==> src/flcam_pkg.sv <==
// ----------------------------------------------------------------------------
// flcam_pkg
// Shared types, codes and fixed-point constants of the free-look camera.
// ----------------------------------------------------------------------------
package flcam_pkg;

  // Default number of CORDIC rotations and the hard upper limit.
  localparam int CORDIC_STEPS_DEF = 16;
  localparam int CORDIC_STEPS_MAX = 24;

  // Angles in Q16.16 degrees.
  localparam logic [24:0]        FULL_TURN      = 25'd23592960;
  localparam logic signed [34:0] FULL_TURN_X128 = 35'sd3019898880;
  localparam logic signed [34:0] PITCH_MAX      = 35'sd5832704;
  localparam logic signed [26:0] DEG_90         = 27'sd5898240;
  localparam logic signed [26:0] DEG_180        = 27'sd11796480;
  localparam logic signed [26:0] DEG_360        = 27'sd23592960;
  localparam logic signed [33:0] FOV_MIN        = 34'sd65536;
  localparam logic signed [33:0] FOV_MAX        = 34'sd2949120;

  // CORDIC start value in Q1.30 (prescaled by the fixed gain).
  localparam logic signed [32:0] CORDIC_GAIN = 33'sd652032875;

  localparam logic signed [15:0] ONE14 = 16'sd16384;

  // Reset values.
  localparam logic [24:0] YAW_RESET   = 25'd17694720;
  localparam logic [13:0] FOV_RESET   = 14'd11520;
  localparam logic [15:0] SENS_RESET  = 16'd6554;
  localparam logic [15:0] SPEED_RESET = 16'd640;

  typedef enum logic [2:0] {
    CMD_LOOK  = 3'd0,
    CMD_ZOOM  = 3'd1,
    CMD_FWD   = 3'd2,
    CMD_BACK  = 3'd3,
    CMD_LEFT  = 3'd4,
    CMD_RIGHT = 3'd5,
    CMD_UP    = 3'd6,
    CMD_DOWN  = 3'd7
  } cmd_t;

  typedef enum logic [2:0] {
    REG_SENS  = 3'd0,
    REG_SPEED = 3'd1,
    REG_WUP_X = 3'd2,
    REG_WUP_Y = 3'd3,
    REG_WUP_Z = 3'd4
  } reg_idx_t;

  // Datapath operations issued by the controller, one per cycle.
  typedef enum logic [4:0] {
    OP_NONE,
    OP_LOAD,
    OP_DX,
    OP_DY,
    OP_YRED,
    OP_CINIT,
    OP_CSTEP,
    OP_CFIN,
    OP_FMUL0,
    OP_FMUL2,
    OP_SQ,
    OP_SQRTI,
    OP_SQRT,
    OP_DIVI,
    OP_DSTEP,
    OP_DFIN,
    OP_CROSS,
    OP_ZOOM,
    OP_VEL,
    OP_MOVE,
    OP_PUBLISH
  } dp_op_t;

  typedef struct packed {
    dp_op_t     op;
    logic [4:0] cnt;   // step index of the running iteration
    logic [1:0] comp;  // vector component
    logic [1:0] sel;   // CORDIC angle or normalize target
  } dp_cmd_t;

  typedef struct packed {
    cmd_t cmd;         // latched command of the item in work
  } dp_stat_t;

  // atan(2^-i) in Q16.16 degrees.
  function automatic logic [21:0] atan_deg(input logic [4:0] i);
    logic [21:0] r;
    case (i)
      5'd0:  r = 22'd2949120;
      5'd1:  r = 22'd1740967;
      5'd2:  r = 22'd919879;
      5'd3:  r = 22'd466945;
      5'd4:  r = 22'd234379;
      5'd5:  r = 22'd117266;
      5'd6:  r = 22'd58665;
      5'd7:  r = 22'd29335;
      5'd8:  r = 22'd14668;
      5'd9:  r = 22'd7334;
      5'd10: r = 22'd3667;
      5'd11: r = 22'd1833;
      5'd12: r = 22'd917;
      5'd13: r = 22'd458;
      5'd14: r = 22'd229;
      5'd15: r = 22'd115;
      5'd16: r = 22'd57;
      5'd17: r = 22'd29;
      5'd18: r = 22'd14;
      5'd19: r = 22'd7;
      5'd20: r = 22'd4;
      5'd21: r = 22'd2;
      5'd22: r = 22'd1;
      default: r = 22'd0;
    endcase
    return r;
  endfunction

endpackage

==> src/flcam_ctrl.sv <==
// ----------------------------------------------------------------------------
// flcam_ctrl
// Sequencer of the camera update: walks each command through its steps.
// ----------------------------------------------------------------------------
module flcam_ctrl #(
  parameter int CORDIC_STEPS = flcam_pkg::CORDIC_STEPS_DEF
) (
  input  logic                clk,
  input  logic                rst_n,
  input  logic                in_valid,
  output logic                in_ready,
  output logic                out_valid,
  input  logic                out_ready,
  input  flcam_pkg::dp_stat_t stat,
  output flcam_pkg::dp_cmd_t  cmd
);

  localparam int STEPS_EFF = (CORDIC_STEPS > flcam_pkg::CORDIC_STEPS_MAX) ?
                             flcam_pkg::CORDIC_STEPS_MAX : CORDIC_STEPS;
  localparam logic [4:0] STEP_LAST = 5'(STEPS_EFF - 1);

  typedef enum logic [4:0] {
    S_IDLE, S_DISP, S_DX, S_DY, S_YRED, S_CINIT, S_CSTEP, S_CFIN,
    S_FMUL0, S_FMUL2, S_SQ, S_SQRTI, S_SQRT, S_DIVI, S_DSTEP, S_DFIN,
    S_CROSS, S_ZOOM, S_VEL, S_MOVE, S_DONE
  } state_t;

  state_t     state_r;
  logic [4:0] cnt_r;
  logic [1:0] comp_r;
  logic [1:0] sel_r;
  logic       out_valid_r;
  logic       out_free;

  assign out_free  = !out_valid_r || out_ready;
  assign in_ready  = (state_r == S_IDLE);
  assign out_valid = out_valid_r;

  always_ff @(posedge clk) begin
    if (!rst_n) begin
      state_r     <= S_IDLE;
      cnt_r       <= '0;
      comp_r      <= '0;
      sel_r       <= '0;
      out_valid_r <= 1'b0;
    end else begin
      // In S_DONE the publish step below decides the flag on its own.
      if (out_valid_r && out_ready && (state_r != S_DONE)) begin
        out_valid_r <= 1'b0;
      end
      unique case (state_r)
        S_IDLE: begin
          if (in_valid) begin
            state_r <= S_DISP;
          end
        end
        S_DISP: begin
          case (stat.cmd)
            flcam_pkg::CMD_LOOK: state_r <= S_DX;
            flcam_pkg::CMD_ZOOM: state_r <= S_ZOOM;
            default:             state_r <= S_VEL;
          endcase
        end
        S_DX: state_r <= S_DY;
        S_DY: begin
          state_r <= S_YRED;
          cnt_r   <= 5'd7;
        end
        S_YRED: begin
          if (cnt_r == 5'd0) begin
            state_r <= S_CINIT;
            sel_r   <= 2'd0;
          end else begin
            cnt_r <= cnt_r - 5'd1;
          end
        end
        S_CINIT: begin
          state_r <= S_CSTEP;
          cnt_r   <= 5'd0;
        end
        S_CSTEP: begin
          if (cnt_r == STEP_LAST) begin
            state_r <= S_CFIN;
          end else begin
            cnt_r <= cnt_r + 5'd1;
          end
        end
        S_CFIN: begin
          if (sel_r == 2'd0) begin
            sel_r   <= 2'd1;
            state_r <= S_CINIT;
          end else begin
            state_r <= S_FMUL0;
          end
        end
        S_FMUL0: state_r <= S_FMUL2;
        S_FMUL2: begin
          sel_r   <= 2'd0;
          comp_r  <= 2'd0;
          state_r <= S_SQ;
        end
        S_SQ: begin
          if (comp_r == 2'd2) begin
            state_r <= S_SQRTI;
          end else begin
            comp_r <= comp_r + 2'd1;
          end
        end
        S_SQRTI: begin
          cnt_r   <= 5'd0;
          state_r <= S_SQRT;
        end
        S_SQRT: begin
          if (cnt_r == 5'd31) begin
            comp_r  <= 2'd0;
            state_r <= S_DIVI;
          end else begin
            cnt_r <= cnt_r + 5'd1;
          end
        end
        S_DIVI: begin
          cnt_r   <= 5'd16;
          state_r <= S_DSTEP;
        end
        S_DSTEP: begin
          if (cnt_r == 5'd0) begin
            state_r <= S_DFIN;
          end else begin
            cnt_r <= cnt_r - 5'd1;
          end
        end
        S_DFIN: begin
          if (comp_r != 2'd2) begin
            comp_r  <= comp_r + 2'd1;
            state_r <= S_DIVI;
          end else if (sel_r != 2'd2) begin
            sel_r   <= sel_r + 2'd1;
            comp_r  <= 2'd0;
            state_r <= S_CROSS;
          end else begin
            state_r <= S_DONE;
          end
        end
        S_CROSS: begin
          if (comp_r == 2'd2) begin
            comp_r  <= 2'd0;
            state_r <= S_SQ;
          end else begin
            comp_r <= comp_r + 2'd1;
          end
        end
        S_ZOOM: state_r <= S_DONE;
        S_VEL: begin
          comp_r  <= 2'd0;
          state_r <= S_MOVE;
        end
        S_MOVE: begin
          if (comp_r == 2'd2) begin
            state_r <= S_DONE;
          end else begin
            comp_r <= comp_r + 2'd1;
          end
        end
        S_DONE: begin
          if (out_free) begin
            out_valid_r <= 1'b1;
            state_r     <= S_IDLE;
          end
        end
        default: state_r <= S_IDLE;
      endcase
    end
  end

  always_comb begin
    cmd.op   = flcam_pkg::OP_NONE;
    cmd.cnt  = cnt_r;
    cmd.comp = comp_r;
    cmd.sel  = sel_r;
    unique case (state_r)
      S_IDLE:  cmd.op = in_valid ? flcam_pkg::OP_LOAD : flcam_pkg::OP_NONE;
      S_DISP:  cmd.op = flcam_pkg::OP_NONE;
      S_DX:    cmd.op = flcam_pkg::OP_DX;
      S_DY:    cmd.op = flcam_pkg::OP_DY;
      S_YRED:  cmd.op = flcam_pkg::OP_YRED;
      S_CINIT: cmd.op = flcam_pkg::OP_CINIT;
      S_CSTEP: cmd.op = flcam_pkg::OP_CSTEP;
      S_CFIN:  cmd.op = flcam_pkg::OP_CFIN;
      S_FMUL0: cmd.op = flcam_pkg::OP_FMUL0;
      S_FMUL2: cmd.op = flcam_pkg::OP_FMUL2;
      S_SQ:    cmd.op = flcam_pkg::OP_SQ;
      S_SQRTI: cmd.op = flcam_pkg::OP_SQRTI;
      S_SQRT:  cmd.op = flcam_pkg::OP_SQRT;
      S_DIVI:  cmd.op = flcam_pkg::OP_DIVI;
      S_DSTEP: cmd.op = flcam_pkg::OP_DSTEP;
      S_DFIN:  cmd.op = flcam_pkg::OP_DFIN;
      S_CROSS: cmd.op = flcam_pkg::OP_CROSS;
      S_ZOOM:  cmd.op = flcam_pkg::OP_ZOOM;
      S_VEL:   cmd.op = flcam_pkg::OP_VEL;
      S_MOVE:  cmd.op = flcam_pkg::OP_MOVE;
      S_DONE:  cmd.op = out_free ? flcam_pkg::OP_PUBLISH : flcam_pkg::OP_NONE;
      default: cmd.op = flcam_pkg::OP_NONE;
    endcase
  end

endmodule

==> config.mk <==
export PLATFORM = sky130hd
export DESIGN_NAME = flcam_ctrl
export DESIGN_NICKNAME = d
export VERILOG_FILES = /design/src/flcam_pkg.sv /design/src/flcam_ctrl.sv
export SDC_FILE = /design/constraint.sdc
export NUM_CORES = 1
export LEC_CHECK = 0
export BUFFER_PORTS_ARGS = -buffer_cell sky130_fd_sc_hd__buf_4
export CAP_MARGIN = 20
export CORE_MARGIN = 4
export CORE_UTILIZATION = 50
export CTS_CLUSTER_DIAMETER = 100
export DETAILED_ROUTE_END_ITERATION = 6
export GPL_TIMING_DRIVEN = 0
export HOLD_SLACK_MARGIN = 0.08
export PLACE_DENSITY = 0.81
export SLEW_MARGIN = 20
export SYNTH_ARGS = -nofsm -noshare
export SYNTH_HDL_FRONTEND = slang
export SYNTH_SLANG_ARGS = --single-unit
export TNS_END_PERCENT = 10
==> constraint.sdc <==
create_clock -name clk -period 3.3 [get_ports clk]
set_input_delay 0.495 -clock clk [delete_from_list [all_inputs] [get_ports clk]]
set_output_delay 0.495 -clock clk [all_outputs]
set_load 0.05 [all_outputs]
# Word level (Yosys, flattened, before mapping)
# Index checks and enable logic that the tools add are counted.
[word_totals]
reg_bits = 15
in_bits = 7
[classes]
n_reduce_logical = 19
n_addsub = 4
n_eq_ne = 44
muxes = 35
[ops]
columns = ["operator", "n"]
rows = [
  ["$pmux 5 s21", 1],
  ["$pmux 5 s20", 1],
  ["$mux 5", 14],
  ["$eq 5x4->1 const B", 9],
  ["$ne 2x2->1 const B", 18],
  ["$eq 5x5->1 const B", 6],
  ["$pmux 5 s6", 1],
  ["$eq 5x3->1 const B", 4],
  ["$mux 2", 9],
  ["$eq 5x2->1 const B", 2],
  ["$logic_not 5->1", 2],
  ["$pmux 2 s5", 1],
  ["$pmux 5 s2", 1],
  ["$reduce_and 9->1", 1],
  ["$pmux 2 s4", 1],
  ["$reduce_and 4->1", 2],
  ["$reduce_or 2->1", 4],
  ["$reduce_bool 6->1", 1],
  ["$add 5x1->5 const B", 1],
  ["$eq 5x1->1 const B", 1],
  ["$ne 5x5->1 const B", 1],
  ["$reduce_and 5->1", 1],
  ["$reduce_bool 5->1", 1],
  ["$sub 5x1->5 const B", 1],
  ["other kinds (13)", 18],
]

# Depth between registers and ports, before layout
[logic_depth]
ltp_word = 5
mapped_depth = 11
depth_no_buf = 10

# Least setup slack after synthesis
# OpenSTA, ideal clock, no wires.
[synth_timing]
path_type = "register -> register"
from = "register cnt_r[0]"
to = "register cnt_r[4]"
setup_ps = 75
slack_ps = 803
required_time_ps = 3225
stages_incl_launch_ff = 9
arrival_time_ps = 2422
cell_sequence = "dfxtp_1 inv_1 fa_1 nand2b_1 a21oi_1 xor2_1 or4b_1 o311a_1 o22ai_1"
[synth_between]
elab_chain_len = 3
word_cells_on_any_way = 13
[synth_lines]
columns = ["element", "line_no", "rtl"]
rows = [
  ["from (decl)", "flcam_ctrl.sv:29", "logic [4:0] cnt_r;"],
  ["from (signal assigned)", "flcam_ctrl.sv:74", "cnt_r <= cnt_r - 5'd1;"],
  ["from (signal assigned)", "flcam_ctrl.sv:85", "cnt_r <= cnt_r + 5'd1;"],
  ["from (signal assigned)", "flcam_ctrl.sv:118", "cnt_r <= cnt_r + 5'd1;"],
  ["$sub 5x1->5 (tied with other cells)", "flcam_ctrl.sv:74, flcam_ctrl.sv:129", ""],
  ["$mux 5 (tied with other cells)", "flcam_ctrl.sv:70, flcam_ctrl.sv:126", ""],
  ["$pmux 5 s6 / $reduce_and 4->1 (equally long branches)", "--", ""],
]
# Several ways; a longest one is shown, not always the timed one. The select of a mux whose other input is x is not followed.
# A chain may end at the register's enable or synchronous reset.

# Worst setup path in the final report
[layout_timing]
from = "register state_r[4]"
to = "register cnt_r[4]"
[layout_between]
elab_chain_len = 4
word_cells_on_any_way = 16
[layout_lines]
columns = ["element", "line_no", "rtl"]
rows = [
  ["from (decl)", "flcam_ctrl.sv:28", "state_t state_r;"],
  ["from (signal assigned)", "flcam_ctrl.sv:41", "state_r <= S_IDLE;"],
  ["from (signal assigned)", "flcam_ctrl.sv:54", "state_r <= S_DISP;"],
  ["from (signal assigned)", "flcam_ctrl.sv:59", "flcam_pkg::CMD_LOOK: state_r <= S_DX;"],
  ["$eq 5x4->1 / $eq 5x3->1 (equally long branches)", "flcam_ctrl.sv:51", "unique case (state_r)"],
  ["$reduce_or 2->1 (no source line)", "--", ""],
  ["$reduce_bool 6->1 (no source line) / $ne 2x2->1 (equally long branches)", "--", ""],
  ["$reduce_and 4->1 (no source line)", "--", ""],
]
# Several ways; a longest one is shown, not always the timed one.

==> results.ini <==
[critical_path]
cp_data_required_time_ns=3.54
startpoint_type=flop
critPathCaptureType=flop
critical_path.max_fanout=10
critical_path_class=reg2reg
cp.arrival_ns=3.08

[placed_design]
dpl.hpwl_um=3189
portBuffers=22
gpl.final_weighted_congestion=0.9837
placed_instances=263

[cells_and_area]
syn2layout_area_growth_pct=15.07
final_cell_mix=24 x nand2_1, 23 x buf_4, 18 x a21oi_1, 17 x nor2_1, 15 x dfxtp_1
fin_cells=267
final_layout_size_suffix_gt1_share_pct=19.07
number_of_nets_in_the_layout=253
layout.cells.most_common=nand2_1
antenna-diode-count=0

[routing]
wl_per_cell_um=16.09
routed_via_density=6.184
detailedRoute.firstIterationViolations=140
antenna_left=0
vias=1651
finalWirelength_um=4296
remaining_drc_errors=0
drt_pass1_iterations=6

[die]
start_util_pct=54.00
core_area_um2=2829
die-area_um2=4004
dieHeight_um=63.28
floorplan.die.width_um=63.28
placement_rows=19
pin_count=23

[global_routing]
grt_max_degree=11
grt_pass1_vias=1480
grt_first_pass_wirelength_um=7031
grt_antenna_before_repair=0
grt_usage_pct=22.10
remaining_global_route_overflow=0

[clock_tree]
worstSkewPairLatency_ns=0.30
post_cts.repair.setup_buffers=0
cts_hold_repair.buffers=0
cts_num_sinks=15
clock_path_buffers=2
numCtsBuffers=3
cts.reportedPaths.clkPinSlew_ns=0.10
post_cts.resized_instances=0
htree_levels=1
tritoncts_clock_tree=done
clock_tree.root_cell=clkbuf_4

[synthesis]
post_synth_instance_area_um2=1528
syn_nets=226
async_reset_ff_share_pct=0
synthCells=210
synth-seq-area-share_pct=19.66
synth-edff-count=0
synth_cell_types=53
yosysWarningCount=0
synthFlopType=dfxtp_1
syn_avg_cell_area_um2=7.275
postSynthRegisterBits=15

[status]
run_status=complete, no violations

[power_and_ir_drop]
power.net_switching_mw=0.7916
power.leakage_nw=0.7539
clkPwrFrac_pct=8.3
p_per_area_nw_per_um2=813.4
sequentialPowerShare_pct=18.6
power.internal_mw=0.6384
worst_ir_drop_vdd_v=0.0002801
switching_share_pct=55.36
combinationalPowerShare_pct=73.2

[timing]
finalClockSkew_ns=0.001973
timing_max_transition_violations_final=0
fin_crit_sh_pct=86.27
worstMarginPinSlew_ns=0.5735
achievable-frequency_mhz=351.3
setup_repair_after_global_routing_missed_its_margin=no
setup_tns_ns=0
timing.slew.headroom_pct=61.69
setup_viol=0
layout_min_cycle_time_ns=2.847
final-hold-violation-count=0

[run]
max_cap_check_violation_count=0

[hold_path]
timing.hold.worst.class=reg2reg

[power by group through the flow]
stage | combinational, mW | sequential, mW | clock, mW
floorplan | 0.741 | 0.306 | 0
finish | 1.05 | 0.266 | 0.118
detailed placement | 1.03 | 0.267 | 0
CTS | 1.03 | 0.264 | 0.119
global route | 1.12 | 0.272 | 0.127
global placement | 1.03 | 0.266 | 0
[area by class of cell]
cell class              count  area (µm²)
inverters                  13       48.80
fillers                   274        1071
well taps                  31       38.79
plain buffers              13       81.33
flip-flops and latches     15       300.3
multi-input cells         169        1097
clock buffers               4       26.28
repair buffers             22       165.2
[Yosys cell counts (2+ instances only)]
| cell | count | area share [%] |
|---|---|---|
| a21o_1 | 3 | 1.5 |
| a21oi_1 | 18 | 5.9 |
| a22o_1 | 2 | 1.1 |
| a22oi_1 | 3 | 1.5 |
| a31o_2 | 2 | 1.1 |
| a31oi_1 | 3 | 1.2 |
| and3_1 | 2 | 0.82 |
| buf_2 | 5 | 1.6 |
| buf_6 | 3 | 2.2 |
| clkbuf_1 | 4 | 0.98 |
| dfxtp_1 | 15 | 20 |
| ha_1 | 8 | 6.6 |
| inv_1 | 12 | 2.9 |
| mux2i_1 | 6 | 3.9 |
| nand2_1 | 24 | 5.9 |
| nand2b_1 | 6 | 2.5 |
| nand3_1 | 4 | 1.3 |
| nand4_1 | 2 | 0.82 |
| nor2_1 | 17 | 4.2 |
| nor2b_1 | 5 | 2.0 |
| nor3_1 | 8 | 2.6 |
| nor3b_1 | 3 | 1.5 |
| nor4_1 | 2 | 0.82 |
| o211a_1 | 4 | 2.6 |
| o211ai_1 | 2 | 0.98 |
| o21ai_0 | 13 | 4.3 |
| o22ai_1 | 3 | 1.2 |
| or2_2 | 2 | 0.82 |
| xnor2_1 | 4 | 2.3 |
| xor2_1 | 2 | 1.1 |
[worst max-delay path, cell delays in order, from the launching register on]
cell	delay (ns)
dfxtp_1	0.33
buf_6	0.14
nor2_1	0.35
and3_4	0.31
inv_2	0.06
fa_1	0.38
nand2b_1	0.15
a21oi_1	0.14
xor2_1	0.12
or4b_1	0.48
o311a_1	0.15
o22ai_1	0.17
[worst paths after layout]
kind / from / end / slack, ns / depth (start not counted)
min reg2reg: sel_r[0]$_SDFFE_PN0P_ / sel_r[0]$_SDFFE_PN0P_ / 0.51 / 2
max reg2reg: state_r[4]$_SDFFE_PN0P_ / cnt_r[4]$_SDFFE_PN0P_ / 0.45 / 11
max: state_r[4]$_SDFFE_PN0P_ / cnt_r[4]$_SDFFE_PN0P_ / 0.45 / 11
min: sel_r[0]$_SDFFE_PN0P_ / sel_r[0]$_SDFFE_PN0P_ / 0.51 / 2
[per-stage QoR]
step	setup slack, ns	instance area (µm²)	total power [mW]	util [%]	hold WS, ns
floorplan	0.8034	1528	1.047	-	0.6551
global placement	0.5307	1732	1.294	61.21	0.4831
detailed placement	0.5143	1732	1.297	61.21	0.4861
CTS	0.4945	1758	1.415	62.14	0.5069
global route	0.3249	1758	1.522	62.14	0.5372
finish	0.4532	1758	1.430	62.14	0.5054
[per-layer routing]
metal  track usage, %  routed length [µm]  share of wire [%]  vias to the layer above
li1                 -                   -                  -                      804
met5                0                   0                  0                        -
met4            9.704                 107                2.5                        0
met3            3.908                 395                9.2                       12
met1            29.99                1932                 45                      744
met2            34.12                1861                 43                       91
[sequential cells by signal (all words and copies together), names as in the netlist]
register / count
state_r: 5
out_valid: 1
comp_r: 2
cnt_r: 5
sel_r: 2
[logic make-up (layout without fill, tap and decap cells)]
family | after synthesis | in the layout | share of synthesized area (%)
flip-flops | 15 | 15 | 19.66
AND/OR/NAND/NOR | 85 | 85 | 29.16
multiplexers | 6 | 6 | 3.931
buffers and inverters | 26 | 52 | 8.517
AO/OA/AOI/OAI | 63 | 63 | 27.44
adder cells (fa/ha/maj) | 9 | 9 | 7.863
XOR/XNOR | 6 | 6 | 3.440
Power figures use the tool's default switching activity.
